==> src/rtl/sem_pkg.sv <==
// Shared types, constants and state codes of the Sobel edge magnitude block.
// Used by the stream interfaces and by every module of the block.
package sem_pkg;

    localparam int CH_W        = 8;
    localparam int NUM_CH      = 3;
    localparam int PIX_W       = NUM_CH * CH_W;
    localparam int FW_W        = 11;
    localparam int FH_W        = 13;
    localparam int CFG_DATA_W  = 13;
    localparam int CFG_INDEX_W = 1;
    localparam int ROW_LIMIT   = 4096;
    localparam int ROW_W       = 12;
    localparam int GSUM_W      = 12;
    localparam int GRAD_W      = 10;
    localparam int SQ_W        = 20;
    localparam int SUM_W       = 21;
    localparam int RAD_W       = 16;
    localparam int REM_W       = 10;
    localparam int ROOT_STEPS  = 8;
    localparam int STEP_W      = 3;

    localparam logic [SUM_W-1:0] SAT_SUM  = SUM_W'(65280);
    localparam logic [CH_W-1:0]  SAT_EDGE = 8'hFF;

    localparam logic MODE_PIXEL = 1'b0;
    localparam logic MODE_FLUSH = 1'b1;

    typedef logic [PIX_W-1:0] rgb_t;
    typedef rgb_t [2:0] column_t;
    typedef column_t [2:0] window_t;

    typedef struct packed {
        logic [2:0] row_ok;
        logic [2:0] col_ok;
    } tap_mask_t;

    typedef struct packed {
        logic [NUM_CH-1:0][GRAD_W-1:0] abs_gx;
        logic [NUM_CH-1:0][GRAD_W-1:0] abs_gy;
    } grad_t;

    typedef enum logic [CFG_INDEX_W-1:0] {
        REG_FRAME_WIDTH  = 1'b0,
        REG_FRAME_HEIGHT = 1'b1
    } cfg_reg_t;

    typedef enum logic [2:0] {
        T_IDLE,
        T_PIX,
        T_FL0,
        T_FL1,
        T_FL2
    } ctrl_state_t;

    typedef enum logic [2:0] {
        M_IDLE,
        M_SQ,
        M_SUM,
        M_ROOT,
        M_DONE
    } mag_state_t;

endpackage

==> src/rtl/sem_grad.sv <==
// Masks the 3x3 window taps that lie outside the frame and forms the Sobel
// gradient magnitudes |Gx| and |Gy| of each color channel. Uses sem_pkg.
module sem_grad import sem_pkg::*; (
    input  window_t   taps,
    input  tap_mask_t mask,
    output grad_t     grad
);

    always_comb
    begin
        logic [2:0][2:0][CH_W-1:0] v;
        logic [GSUM_W-1:0] pos_x;
        logic [GSUM_W-1:0] neg_x;
        logic [GSUM_W-1:0] pos_y;
        logic [GSUM_W-1:0] neg_y;
        logic [GSUM_W-1:0] gx;
        logic [GSUM_W-1:0] gy;
        logic [GSUM_W-1:0] ax;
        logic [GSUM_W-1:0] ay;
        grad = '0;
        for (int ch = 0; ch < NUM_CH; ch++)
        begin
            for (int c = 0; c < 3; c++)
            begin
                for (int r = 0; r < 3; r++)
                begin
                    v[c][r] = (mask.col_ok[c] && mask.row_ok[r]) ?
                              taps[c][r][(NUM_CH-1-ch)*CH_W +: CH_W] : '0;
                end
            end
            pos_x = GSUM_W'(v[2][0]) + {3'b000, v[2][1], 1'b0} + GSUM_W'(v[2][2]);
            neg_x = GSUM_W'(v[0][0]) + {3'b000, v[0][1], 1'b0} + GSUM_W'(v[0][2]);
            pos_y = GSUM_W'(v[0][2]) + {3'b000, v[1][2], 1'b0} + GSUM_W'(v[2][2]);
            neg_y = GSUM_W'(v[0][0]) + {3'b000, v[1][0], 1'b0} + GSUM_W'(v[2][0]);
            gx = pos_x - neg_x;
            gy = pos_y - neg_y;
            ax = gx[GSUM_W-1] ? (GSUM_W'(0) - gx) : gx;
            ay = gy[GSUM_W-1] ? (GSUM_W'(0) - gy) : gy;
            grad.abs_gx[ch] = ax[GRAD_W-1:0];
            grad.abs_gy[ch] = ay[GRAD_W-1:0];
        end
    end

endmodule

==> config.mk <==
export PLATFORM = sky130hd
export DESIGN_NAME = sem_grad
export DESIGN_NICKNAME = d
export VERILOG_FILES = /design/src/rtl/sem_pkg.sv /design/src/rtl/sem_grad.sv
export SDC_FILE = /design/constraint.sdc
export NUM_CORES = 1
export LEC_CHECK = 0
export BUFFER_PORTS_ARGS = -buffer_cell sky130_fd_sc_hd__buf_4
export CAP_MARGIN = 20
export CORE_ASPECT_RATIO = 0.6
export CORE_MARGIN = 1
export CORE_UTILIZATION = 45
export DETAILED_ROUTE_END_ITERATION = 16
export PLACE_DENSITY = 0.78
export SLEW_MARGIN = 5
export SYNTH_ARGS = -nofsm -noshare
export SYNTH_HDL_FRONTEND = slang
export SYNTH_SLANG_ARGS = --single-unit
==> constraint.sdc <==
create_clock -name vclk -period 6.45
set_input_delay 0 -clock vclk [all_inputs]
set_output_delay 0 -clock vclk [all_outputs]
set_load 0.02 [all_outputs]
# Word-level counts from Yosys, hierarchy flattened
# Cells that the tools add are included.
# W data, S select, Z words.
# totals
wordCells	74
rom_bits	0
inputBits	222
n_memories	0
register_bits	0
latch_bits	0
ramBits	0
# classes
n_lt_le_gt_ge	0
div_mod_pow	0
n_mux	30
add_sub_neg	36
n_reduce_logical	8
n_shift	0
n_bitwise	0
mul	0
n_eq_ne	0
# op_table
operator	n
$mux W8	24
$add A10 B8 Y11	12
$add A8 B9 Y10	12
$sub A11 B11 Y12	6
$mux W10	6
$sub A1 B10 Y10 const A	6
$logic_and A1 B1 Y1	8

# Logic depth before layout (Yosys ltp)
# logic_depth
ltp_word	7
ltp_mapped	19
mapped_depth_nobuf	18

# Worst setup path after synthesis
# Ideal clock, no wire load.
# synth_timing
path_type	input to output
start	input mask[0] (netlist bit)
end	output grad[49] (netlist bit)
setup_slack_ns	1.778
arrival_time_ns	4.672
path_buffers	2
required_ns	6.450
stages	18
path_cell_list	clkbuf_1 and2_1 clkbuf_1 nand2_1 fa_1 inv_1 fa_1 fa_1 inv_1 ha_1 fa_1 a211oi_2 nor2_1 xor2_1 or3_4 o41ai_4 xnor2_1 mux2i_1
# synth_lines
element	line	source
start: declaration	sem_grad.sv:5	input tap_mask_t mask,
end: declaration	sem_grad.sv:6	output grad_t grad

==> qor.yml <==
status: "finished clean"
ant_nets: 0
row_count: 40
post-cts-setup-buffers: 0
grt_antenna_before_repair: 0
via_count: 8642
grt_pass1_vias: 8767
synth_fa_ha_area_share_pct: 50.0
core_region_area_um2: 20100
crit_slowest_cell: "and2_1"
firstDrtPassIters: 5
design.seq.count: 0
layout_commonest_cell: "inv_1"
rsz0062_at_grt: "no"
worstPathArrival_ps: 5660
path_class: "in2out"
critPathLaunchType: "primary input"
layout.nets: 1890
crit_cells: 16
postSynthAreaPerCell_um2: 8.00
setup_violations: 0
fin_crit_sh_pct: 87.7
wl_per_cell_um: 18.6
routed_wl_um: 31100
portBuffers: 258
synth_compound_area_share_pct: 10.1
final_cell_mix: "inv_1, buf_4, fa_1, nand2_1, and3_1"
hold_path_depth: 4
holdBufCountCts: 0
mappedNetlistArea_um2: 9310
finalCriticalPeriod_ps: 5660
initialDrtViolationCount: 764
pin_count: 282
worst_slew_pin_slew_ps: 853
hold_violations: 0
drc: 0
cts-resized-gates: 0
place_hpwl_um: 26900
required_ps: 6450
fin_tns_setup_ps: 0
syn_nets: 1650
crit_family: "adder cells"
grt_max_degree: 47
yosysSeqAreaShare_pct: 0
die_area_um2: 21300
initial_core_util_pct: 46.3
synth.distinct_cells: 59
grt_usage_pct: 29.7
register_area_um2: 0
synth_top_family_by_area: "adder cells"
synthMuxAreaShare_pct: 0.712
drive_gt1_share_pct: 20.0
crit_path_frequent_cell: "fa_1"
max_freq_mhz: 177
die_h_um: 113
syn-instance-count: 1164
critical-path-max-stage-delay_ps: 770
worst_setup_path_end_kind: "output pin"
grt_pass1_wl_um: 48300
yosysWarnings: 0
crit_chain: "buf_4 > and2_1 > nand2_1 > xor2_1 > ha_1 > fa_1 > inv_1 > fa_1 > fa_1 > nand2b_1 > a211oi_1 > o31ai_1 > a21oi_1 > a21o_1 > mux2_2 > buf_4"
hold_path_end: "grad[0]"
dieWidth_um: 188
maxCapViolCount: 0
critPathBufInv: 3
clock_buffers: 0
critPathMaxFanout: 46
vias_per_cell: 5.16
yosys.area_share.xor_xnor_pct: 7.34
worstHoldStart: "taps[17]"
synthSimpleGateAreaFrac_pct: 17.8
overflow: 0
maxSlewViolCount: 0
relSlewSlack_pct: 43.1
worstHoldPathType: "in2out"
syn_to_final_growth_pct: 24.1
routabilityCongestion: 0.974
-- synthesized netlist by cell type, types with 2 or more instances --
library cell / instances / area, µm²
clkbuf_1: 28 / 105
o2111a_1: 2 / 22.5
and2_1: 8 / 50.1
nand4_1: 2 / 12.5
o211ai_1: 2 / 15.0
o21ai_0: 14 / 70.1
nor2b_1: 4 / 25.0
and2_0: 2 / 12.5
and3b_1: 2 / 17.5
ha_1: 84 / 1050
o311ai_0: 2 / 17.5
nor4_1: 3 / 18.8
or4_1: 2 / 15.0
nand2b_1: 3 / 18.8
and3_1: 99 / 619
nor3b_1: 3 / 22.5
a221oi_1: 2 / 17.5
a211oi_1: 5 / 37.5
nand2_1: 109 / 409
xnor2_1: 37 / 324
o21a_1: 10 / 75.1
or3_1: 3 / 18.8
a211oi_2: 2 / 25.0
o21bai_1: 3 / 22.5
nand3_1: 5 / 25.0
xor2_1: 41 / 359
mux2_2: 4 / 45.0
inv_1: 318 / 1190
a21oi_1: 34 / 170
o31ai_1: 4 / 30.0
fa_1: 180 / 3600
nor3_1: 13 / 65.1
a31oi_1: 16 / 100
a21o_1: 21 / 158
o21ai_1: 6 / 30.0
o31a_1: 4 / 35.0
nor2_1: 65 / 244
-- how the worst max path moves through the flow --
stage | from | slack (ps) | to
floorplan | mask[0] | 1780 | grad[49]
global placement | mask[0] | 1090 | grad[15]
detailed placement | mask[0] | 920 | grad[31]
CTS | mask[0] | 890 | grad[31]
global route | mask[0] | 580 | grad[31]
finish | mask[0] | 790 | grad[31]
-- metal layers --
metal,up-vias,track usage (%),wire (µm)
li1,4081,-,-
met1,4124,47.2,15100
met2,414,39.9,11900
met3,23,8.95,3710
met4,0,3.25,354
met5,-,0,0
-- layout make-up --
| class | instances | area (µm²) |
|---|---|---|
| inverter | 318 | 1190 |
| antenna | 1 | 2.50 |
| multi-input combinational | 817 | 8010 |
| timing repair buffer | 267 | 2000 |
| tap | 273 | 342 |
| fill | 1911 | 8570 |
-- metrics by stage --
step	hold WS (ps)	instances	cell area (µm²)	setup WS (ps)	utilization [%]
floorplan	312	1164	9310	1780	-
global placement	520	1675	11500	1090	57.4
detailed placement	518	1675	11500	917	57.4
CTS	518	1675	11500	889	57.4
global route	563	1675	11500	577	57.4
finish	510	1676	11500	793	57.4
-- kinds of logic after synthesis --
group,Yosys count
AOI/OAI and AO/OA,138
buffers and inverters,347
xor gates and xnor gates,78
adders and majority gates,264
and+or+nand+nor,331
muxes,6
-- worst min-delay path, cell delays in order --
cell     delay, ps
buf_4          110
nand2_1         90
ha_1           170
buf_4          150
