==> config.mk <==
export PLATFORM = sky130hd
export DESIGN_NAME = sem_mag_flat
export DESIGN_NICKNAME = d
export VERILOG_FILES = /design/src/rtl/sem_pkg.sv /design/src/rtl/sem_stream_if.sv /design/src/rtl/sem_mag.sv /design/src/flat_wrapper.sv
export SDC_FILE = /design/constraint.sdc
export NUM_CORES = 1
export LEC_CHECK = 0
export ABC_AREA = 1
export BUFFER_PORTS_ARGS = -buffer_cell sky130_fd_sc_hd__buf_2
export CAP_MARGIN = 20
export CORE_UTILIZATION = 45
export DETAILED_ROUTE_END_ITERATION = 16
export PLACE_DENSITY = 0.68
export SLEW_MARGIN = 20
export SYNTH_ARGS = -nofsm -noshare
export SYNTH_HDL_FRONTEND = slang
export SYNTH_SLANG_ARGS = --single-unit
==> constraint.sdc <==
create_clock -name clk -period 14.3 [get_ports clk]
set_input_delay 0.715 -clock clk [delete_from_list [all_inputs] [get_ports clk]]
set_output_delay 0.715 -clock clk [all_outputs]
set_load 0.005 [all_outputs]
==> src/rtl/sem_pkg.sv <==
// Shared types, constants and state codes of the Sobel edge magnitude block.
// Used by the stream interfaces and by every module of the block.
package sem_pkg;

    localparam int CH_W        = 8;
    localparam int NUM_CH      = 3;
    localparam int PIX_W       = NUM_CH * CH_W;
    localparam int FW_W        = 11;
    localparam int FH_W        = 13;
    localparam int CFG_DATA_W  = 13;
    localparam int CFG_INDEX_W = 1;
    localparam int ROW_LIMIT   = 4096;
    localparam int ROW_W       = 12;
    localparam int GSUM_W      = 12;
    localparam int GRAD_W      = 10;
    localparam int SQ_W        = 20;
    localparam int SUM_W       = 21;
    localparam int RAD_W       = 16;
    localparam int REM_W       = 10;
    localparam int ROOT_STEPS  = 8;
    localparam int STEP_W      = 3;

    localparam logic [SUM_W-1:0] SAT_SUM  = SUM_W'(65280);
    localparam logic [CH_W-1:0]  SAT_EDGE = 8'hFF;

    localparam logic MODE_PIXEL = 1'b0;
    localparam logic MODE_FLUSH = 1'b1;

    typedef logic [PIX_W-1:0] rgb_t;
    typedef rgb_t [2:0] column_t;
    typedef column_t [2:0] window_t;

    typedef struct packed {
        logic [2:0] row_ok;
        logic [2:0] col_ok;
    } tap_mask_t;

    typedef struct packed {
        logic [NUM_CH-1:0][GRAD_W-1:0] abs_gx;
        logic [NUM_CH-1:0][GRAD_W-1:0] abs_gy;
    } grad_t;

    typedef enum logic [CFG_INDEX_W-1:0] {
        REG_FRAME_WIDTH  = 1'b0,
        REG_FRAME_HEIGHT = 1'b1
    } cfg_reg_t;

    typedef enum logic [2:0] {
        T_IDLE,
        T_PIX,
        T_FL0,
        T_FL1,
        T_FL2
    } ctrl_state_t;

    typedef enum logic [2:0] {
        M_IDLE,
        M_SQ,
        M_SUM,
        M_ROOT,
        M_DONE
    } mag_state_t;

endpackage

==> src/rtl/sem_stream_if.sv <==


interface sem_edge_if import sem_pkg::*; ();
    logic            valid;
    logic            ready;
    logic [CH_W-1:0] red_edge;
    logic [CH_W-1:0] green_edge;
    logic [CH_W-1:0] blue_edge;
    logic            frame_end;

    modport source (output valid, red_edge, green_edge, blue_edge, frame_end, input ready);
    modport sink (input valid, red_edge, green_edge, blue_edge, frame_end, output ready);
endinterface

==> src/rtl/sem_mag.sv <==
// Magnitude unit: squares the gradients, then takes a rounded square root one
// bit per cycle for all three channels, and holds the result in the output
// register. Uses sem_pkg and the sem_edge_if stream interface.
module sem_mag import sem_pkg::*; (
    input  logic         clk,
    input  logic         rst_n,
    input  logic         start,
    input  grad_t        grad,
    input  logic         last,
    output logic         idle,
    sem_edge_if.source   edges
);

    mag_state_t state_reg;
    mag_state_t state_next;

    logic [NUM_CH-1:0][GRAD_W-1:0] ax_reg;
    logic [NUM_CH-1:0][GRAD_W-1:0] ay_reg;
    logic [NUM_CH-1:0][SQ_W-1:0]   sqx_reg;
    logic [NUM_CH-1:0][SQ_W-1:0]   sqy_reg;
    logic [NUM_CH-1:0][RAD_W-1:0]  rad_reg;
    logic [NUM_CH-1:0][REM_W-1:0]  rem_reg;
    logic [NUM_CH-1:0][CH_W-1:0]   root_reg;
    logic [NUM_CH-1:0]             sat_reg;
    logic [STEP_W-1:0]             step_reg;
    logic                          last_reg;

    logic [NUM_CH-1:0][CH_W-1:0]   edge_val;
    logic                          load_out;

    logic                          out_valid_reg;
    logic [NUM_CH-1:0][CH_W-1:0]   out_edge_reg;
    logic                          out_last_reg;

    always_ff @(posedge clk or negedge rst_n)
    begin
        if (!rst_n)
        begin
            state_reg <= M_IDLE;
        end
        else
        begin
            state_reg <= state_next;
        end
    end

    always_comb
    begin
        state_next = state_reg;
        load_out   = 1'b0;
        unique case (state_reg)
            M_IDLE:
            begin
                if (start)
                begin
                    state_next = M_SQ;
                end
            end
            M_SQ:
            begin
                state_next = M_SUM;
            end
            M_SUM:
            begin
                state_next = M_ROOT;
            end
            M_ROOT:
            begin
                if (step_reg == STEP_W'(ROOT_STEPS - 1))
                begin
                    state_next = M_DONE;
                end
            end
            M_DONE:
            begin
                if (!out_valid_reg || edges.ready)
                begin
                    load_out   = 1'b1;
                    state_next = M_IDLE;
                end
            end
            default:
            begin
                state_next = M_IDLE;
            end
        endcase
    end

    always_ff @(posedge clk or negedge rst_n)
    begin
        if (!rst_n)
        begin
            step_reg <= '0;
        end
        else if (state_reg == M_SUM)
        begin
            step_reg <= '0;
        end
        else if (state_reg == M_ROOT)
        begin
            step_reg <= step_reg + 1'b1;
        end
    end

    always_ff @(posedge clk)
    begin
        logic [REM_W+1:0] shifted;
        logic [REM_W+1:0] trial;
        logic [SUM_W-1:0] sum;
        if (start && state_reg == M_IDLE)
        begin
            ax_reg   <= grad.abs_gx;
            ay_reg   <= grad.abs_gy;
            last_reg <= last;
        end
        for (int ch = 0; ch < NUM_CH; ch++)
        begin
            shifted = {rem_reg[ch], rad_reg[ch][RAD_W-1 -: 2]};
            trial   = {2'b00, root_reg[ch], 2'b01};
            sum     = SUM_W'(sqx_reg[ch]) + SUM_W'(sqy_reg[ch]);
            if (state_reg == M_SQ)
            begin
                sqx_reg[ch] <= SQ_W'(ax_reg[ch]) * SQ_W'(ax_reg[ch]);
                sqy_reg[ch] <= SQ_W'(ay_reg[ch]) * SQ_W'(ay_reg[ch]);
            end
            if (state_reg == M_SUM)
            begin
                rad_reg[ch]  <= sum[RAD_W-1:0];
                sat_reg[ch]  <= (sum > SAT_SUM);
                rem_reg[ch]  <= '0;
                root_reg[ch] <= '0;
            end
            if (state_reg == M_ROOT)
            begin
                rad_reg[ch] <= {rad_reg[ch][RAD_W-3:0], 2'b00};
                if (shifted >= trial)
                begin
                    rem_reg[ch]  <= REM_W'(shifted - trial);
                    root_reg[ch] <= {root_reg[ch][CH_W-2:0], 1'b1};
                end
                else
                begin
                    rem_reg[ch]  <= shifted[REM_W-1:0];
                    root_reg[ch] <= {root_reg[ch][CH_W-2:0], 1'b0};
                end
            end
        end
    end

    // The remainder exceeds the root exactly when the value lies above n*n + n.
    always_comb
    begin
        for (int ch = 0; ch < NUM_CH; ch++)
        begin
            if (sat_reg[ch])
            begin
                edge_val[ch] = SAT_EDGE;
            end
            else if (rem_reg[ch] > REM_W'(root_reg[ch]))
            begin
                edge_val[ch] = root_reg[ch] + 1'b1;
            end
            else
            begin
                edge_val[ch] = root_reg[ch];
            end
        end
    end

    always_ff @(posedge clk or negedge rst_n)
    begin
        if (!rst_n)
        begin
            out_valid_reg <= 1'b0;
        end
        else if (load_out)
        begin
            out_valid_reg <= 1'b1;
        end
        else if (edges.ready)
        begin
            out_valid_reg <= 1'b0;
        end
    end

    always_ff @(posedge clk)
    begin
        if (load_out)
        begin
            out_edge_reg <= edge_val;
            out_last_reg <= last_reg;
        end
    end

    assign idle             = (state_reg == M_IDLE);
    assign edges.valid      = out_valid_reg;
    assign edges.red_edge   = out_edge_reg[0];
    assign edges.green_edge = out_edge_reg[1];
    assign edges.blue_edge  = out_edge_reg[2];
    assign edges.frame_end  = out_last_reg;

endmodule

==> src/flat_wrapper.sv <==
// flat-port wrapper written by rule: the top's interface ports become plain ports
module sem_mag_flat import sem_pkg::*;
  (clk, rst_n, start, grad, last, idle, edges_valid, edges_red_edge, edges_green_edge, edges_blue_edge, edges_frame_end, edges_ready);
  sem_edge_if edges_i ();
  input  logic clk;
  input  logic rst_n;
  input  logic start;
  input  grad_t grad;
  input  logic last;
  output logic idle;
  output wire logic [$bits(edges_i.valid)-1:0] edges_valid;
  output wire logic [$bits(edges_i.red_edge)-1:0] edges_red_edge;
  output wire logic [$bits(edges_i.green_edge)-1:0] edges_green_edge;
  output wire logic [$bits(edges_i.blue_edge)-1:0] edges_blue_edge;
  output wire logic [$bits(edges_i.frame_end)-1:0] edges_frame_end;
  input wire logic [$bits(edges_i.ready)-1:0] edges_ready;
  assign edges_valid = edges_i.valid;
  assign edges_red_edge = edges_i.red_edge;
  assign edges_green_edge = edges_i.green_edge;
  assign edges_blue_edge = edges_i.blue_edge;
  assign edges_frame_end = edges_i.frame_end;
  assign edges_i.ready = edges_ready;
  sem_mag u_core (.clk(clk), .rst_n(rst_n), .start(start), .grad(grad), .last(last), .idle(idle), .edges(edges_i));
endmodule
Word level (Yosys, flattened, before mapping)
Index checks and enable logic that the tools add are counted.
Cells by class
  mux-type cells: 33
  eq/ne operators: 8
  $add $sub $neg: 10
  bitwise operators: 0
  div/mod/pow operators: 0
  $lt $le $gt $ge: 9
  shift-type cells: 0
  reductions and logical operators: 7
  multipliers: 6
Operators by type and width (number)
  10-bit by 10-bit multiplier with 20-bit output: 6
  16-bit two-way mux: 6
  10-bit two-way mux: 7
  20-bit by 20-bit adder with 21-bit output: 3
  21-bit by 16-bit > comparator with 1-bit output (second input constant): 3
  8-bit two-way mux: 7
  12-bit by 10-bit >= comparator with 1-bit output: 3
  10-bit by 8-bit > comparator with 1-bit output: 3
  10-bit subtractor: 3
  8-bit by 1-bit adder with 8-bit output (second input constant): 3
  3-bit two-way mux: 5
  3-bit case mux with 5 select lines: 1
  1-bit two-way mux: 7
  3-bit by 2-bit == test with 1-bit output (second input constant): 2
  3-bit == test (second input constant): 2
  2-bit by 1-bit inequality test with 1-bit output (second input constant): 2
  2-bit nonzero test: 2
  3-bit by 1-bit adder with 3-bit output (second input constant): 1
  3-bit by 1-bit == test with 1-bit output (second input constant): 1
  3-bit zero test: 1
  3-bit AND reduction: 1
  2-bit inequality test (second input constant): 1
  1-bit logical AND: 1
  1-bit zero test: 1
  1-bit logical OR: 1
Word-level totals
  flip-flop bits (word level): 318
  memories kept: 0
  RAM bits: 0
  logic and storage cells: 106
  ROM bits: 0
  input port bits: 65
  latch bits: 0

Longest topological paths before layout
  depth in word-level cells: 5
  gate-level depth with buffers: 20

Worst setup path before layout
OpenSTA, ideal clock, no wires.
  path type: register to register
  from: reg u_core.state_reg[1]
  to: reg u_core.sqx_reg[0] in the netlist's numbering (enable)
  data arrival time: 8202 ps
  setup slack: 5370 ps
  clock period less this slack: 8930 ps
  library setup time: 728 ps
  cell stages (with the launch flop): 2
  path buffers: 0
  required time: 13572 ps
  cell sequence: dfrtp_1 > nor3_1
Between the ends
  cells in the longest elaborated chain, start to end: 1
RTL lines
  start, declared: line sem_mag.sv:14  | mag_state_t state_reg;
  start signal, assigned: line sem_mag.sv:43  | state_reg <= state_next;
  3-bit by 1-bit == test with 1-bit output: line sem_mag.sv:121  | if (state_reg == M_SQ)
  end signal, assigned by index: line sem_mag.sv:123  | sqx_reg[ch] <= SQ_W'(ax_reg[ch]) * SQ_W'(ax_reg[ch]);
  end, declared: line sem_mag.sv:19  | logic [NUM_CH-1:0][SQ_W-1:0] sqx_reg;
No other way between the ends.
A chain may end at the register's enable or synchronous reset.

Final worst setup path
  from: reg u_core.ay_reg[7] in the netlist's numbering
  to: reg u_core.sqy_reg[14] in the netlist's numbering, data pin
Between the ends
  cells in the longest elaborated chain, start to end: 1
RTL lines
  start, declared: line sem_mag.sv:18  | logic [NUM_CH-1:0][GRAD_W-1:0] ay_reg;
  start signal, assigned: line sem_mag.sv:113  | ay_reg <= grad.abs_gy;
  10-bit by 10-bit multiplier with 20-bit output: line sem_mag.sv:124  | sqy_reg[ch] <= SQ_W'(ay_reg[ch]) * SQ_W'(ay_reg[ch]);
  end signal, assigned by index: line sem_mag.sv:124
  end, declared: line sem_mag.sv:20  | logic [NUM_CH-1:0][SQ_W-1:0] sqy_reg;
No other way between the ends.

==> results.cfg <==
[worst_setup_path]
crit_type = flip-flop to flip-flop
cp-end-kind = flip-flop
cp-start-kind = flip-flop
crit_required_ps = 14610
reg2reg_slack_ps = 9090
worstPathMaxFanout = 14
cp_data_arrival_time_ps = 5520

[placement]
hpwlAfterDp_mm = 51.3
place.gp.congestion = 0.881
port_buffers = 91

[clock_tree]
cts_tree = done
cts_num_sinks = 312
cts_setup_buffers = 0
cts_htree_levels = 2
cts.path.max_buffers = 3
cts_buffers = 39
root_buffer = clkbuf_16
cts-resized-gates = 0
hold_buffers = 1
clkSlewWorstSetupHoldPaths_ps = 60
clk_latency_ps = 560

[finish]
final_common_cell = nand2_1
areaGrowthSynthToFinish_pct = 7.98
diodes = 0
fin_nets = 4482
final_layout_size_suffix_gt1_frac = 0.0582
final_cell_mix = 799 x nand2_1, 725 x inv_1, 384 x ha_1, 299 x edfxtp_1, 281 x fa_1

[sta]
slew_viol_final = 0
tns_ps = 0
hold_viol_final = 0
rsz0062_at_grt = no
max_slew_margin = 0.329
skew_ps = 17.9
max_freq_mhz = 192
min_period_ps = 5210
tightest_slew_ps = 1000
setup_viol = 0
fin_crit_sh = 0.364

[die]
pin_count = 92
rows = 97
core_mm2 = 0.0705
die_w_um = 270
fp.dieH_um = 270
start_util = 0.457
die_area_mm2 = 0.0727

[drt]
route.detailed.drc = 0
drt_first_pass_iters = 5
wire_per_inst_um = 13.6
drt-total-wl_mm = 64.0
drt_iter0_markers = 1590
ant_nets = 0
viasPerCell = 4.98
routed-via-count = 23494

[job]
max_cap_viol_count = 0

[global_routing]
overflow = 0
grt_max_degree = 77
globalRouteTotalUtil = 0.182
grt_pass1_wl_mm = 110
grt_pass1_vias = 23134
antenna_found_initial = 2

[logic_synthesis]
syn_area_per_cell_um2 = 8.72
yosysUniqueCellTypes = 54
synth_area_mm2 = 0.0322
ys.warnings.count = 0
yosysSeqAreaShare = 0.288
syn-num-nets = 4427
synth-seq-cells = 312
syn_inst = 3697

[hold_path]
worstHoldPathType = input pin to flip-flop

[run_status]
outcome = complete, no violations
cells in the mapped netlist, drive strengths merged:
cell type,instances,area share
o31ai,8,0.0019
o22ai,3,0.00058
nor2b,1,0.00019
ha,384,0.15
a21oi,212,0.033
xnor2,48,0.013
nor4,4,0.00078
clkinv,1,0.00027
fa,281,0.17
nand3,126,0.020
clkbuf,64,0.0075
o21ai,171,0.028
and2,9,0.0018
buf,21,0.0042
a32o,3,0.00093
a31oi,16,0.0031
a221oi,1,0.00027
or2,6,0.0012
o21bai,10,0.0023
o2111ai,4,0.0011
nand2,811,0.096
o211ai,10,0.0025
nor2,211,0.025
nor3,31,0.0056
o21a,7,0.0016
dfrtp,7,0.0054
xor2,111,0.030
a21boi,2,0.00047
a21o,22,0.0051
a22o,16,0.0043
edfxtp,299,0.28
nand3b,18,0.0042
a211oi,3,0.0010
dfxtp,6,0.0037
inv,734,0.085
nand4,36,0.0070
critical path: stages, from the launching register on:
cell and delay (ps):
edfxtp_1 660, nand2_1 190, inv_1 110, fa_1 440, fa_1 500, fa_1 520, fa_1 550, inv_1 60
fa_1 530, inv_1 40, ha_1 340, a21oi_1 170, o21a_1 140, nand2_1 90, a21boi_0 300, o21ai_0 160
xor2_1 160
logic make-up after synthesis:
kind of cell,after synthesis,share of synthesized area
fa+ha+maj,665,0.324
buf+inv,820,0.0973
simple gates,1253,0.162
xor+xnor,159,0.0432
flops,312,0.288
compound gates,488,0.0863
stage by stage:
stage | hold slack [ps] | setup WS [ps] | cell area (um2) | std cells | util
3_5_place_dp | 407 | 9110 | 33600 | 4650 | 0.476
3_3_place_gp | 403 | 9240 | 33600 | 4650 | 0.476
2_1_floorplan | 400 | 5370 | 32200 | 3697 | -
6_report | 324 | 9090 | 34800 | 4722 | 0.494
5_1_grt | 291 | 8800 | 34800 | 4722 | 0.494
4_1_cts | 284 | 9080 | 34800 | 4722 | 0.494
per-layer routing:
| layer | wire length [um] | GRT usage | up-vias | part of all wire |
|---|---|---|---|---|
| li1 | - | - | 11982 | - |
| met3 | 2740 | 0.0255 | 82 | 0.043 |
| met1 | 31100 | 0.258 | 11047 | 0.48 |
| met4 | 1130 | 0.0396 | 4 | 0.018 |
| met2 | 29100 | 0.295 | 379 | 0.45 |
| met5 | 31 | 0 | - | 0.00048 |
worst paths after layout:
kind	endpoint	cells after the start	startpoint
setup / recovery	u_core.sqy_reg[14]	16	u_core.ay_reg[7]
hold reg to reg	u_core.edges.frame_end	0	u_core.last_reg
max in group asynchronous	u_core.edges.valid	2	rst_n
hold / removal	u_core.ax_reg[18]	1	grad[48]
min in group asynchronous	u_core.step_reg[1]	2	rst_n
setup reg to reg	u_core.sqy_reg[14]	16	u_core.ay_reg[7]
final cells by class:
cell class | instances | area [um2]
Multi-Input combinational cell | 2565 | 19800
Fill cell | 6679 | 35700
Clock inverter | 27 | 218
Sequential cell | 312 | 9270
Clock buffer | 44 | 1020
Timing Repair Buffer | 99 | 518
Inverter | 735 | 2760
Tap cell | 940 | 1180
Power is not shown: default switching activity piles up to over one toggle a cycle in this logic, so the estimate is an artifact.
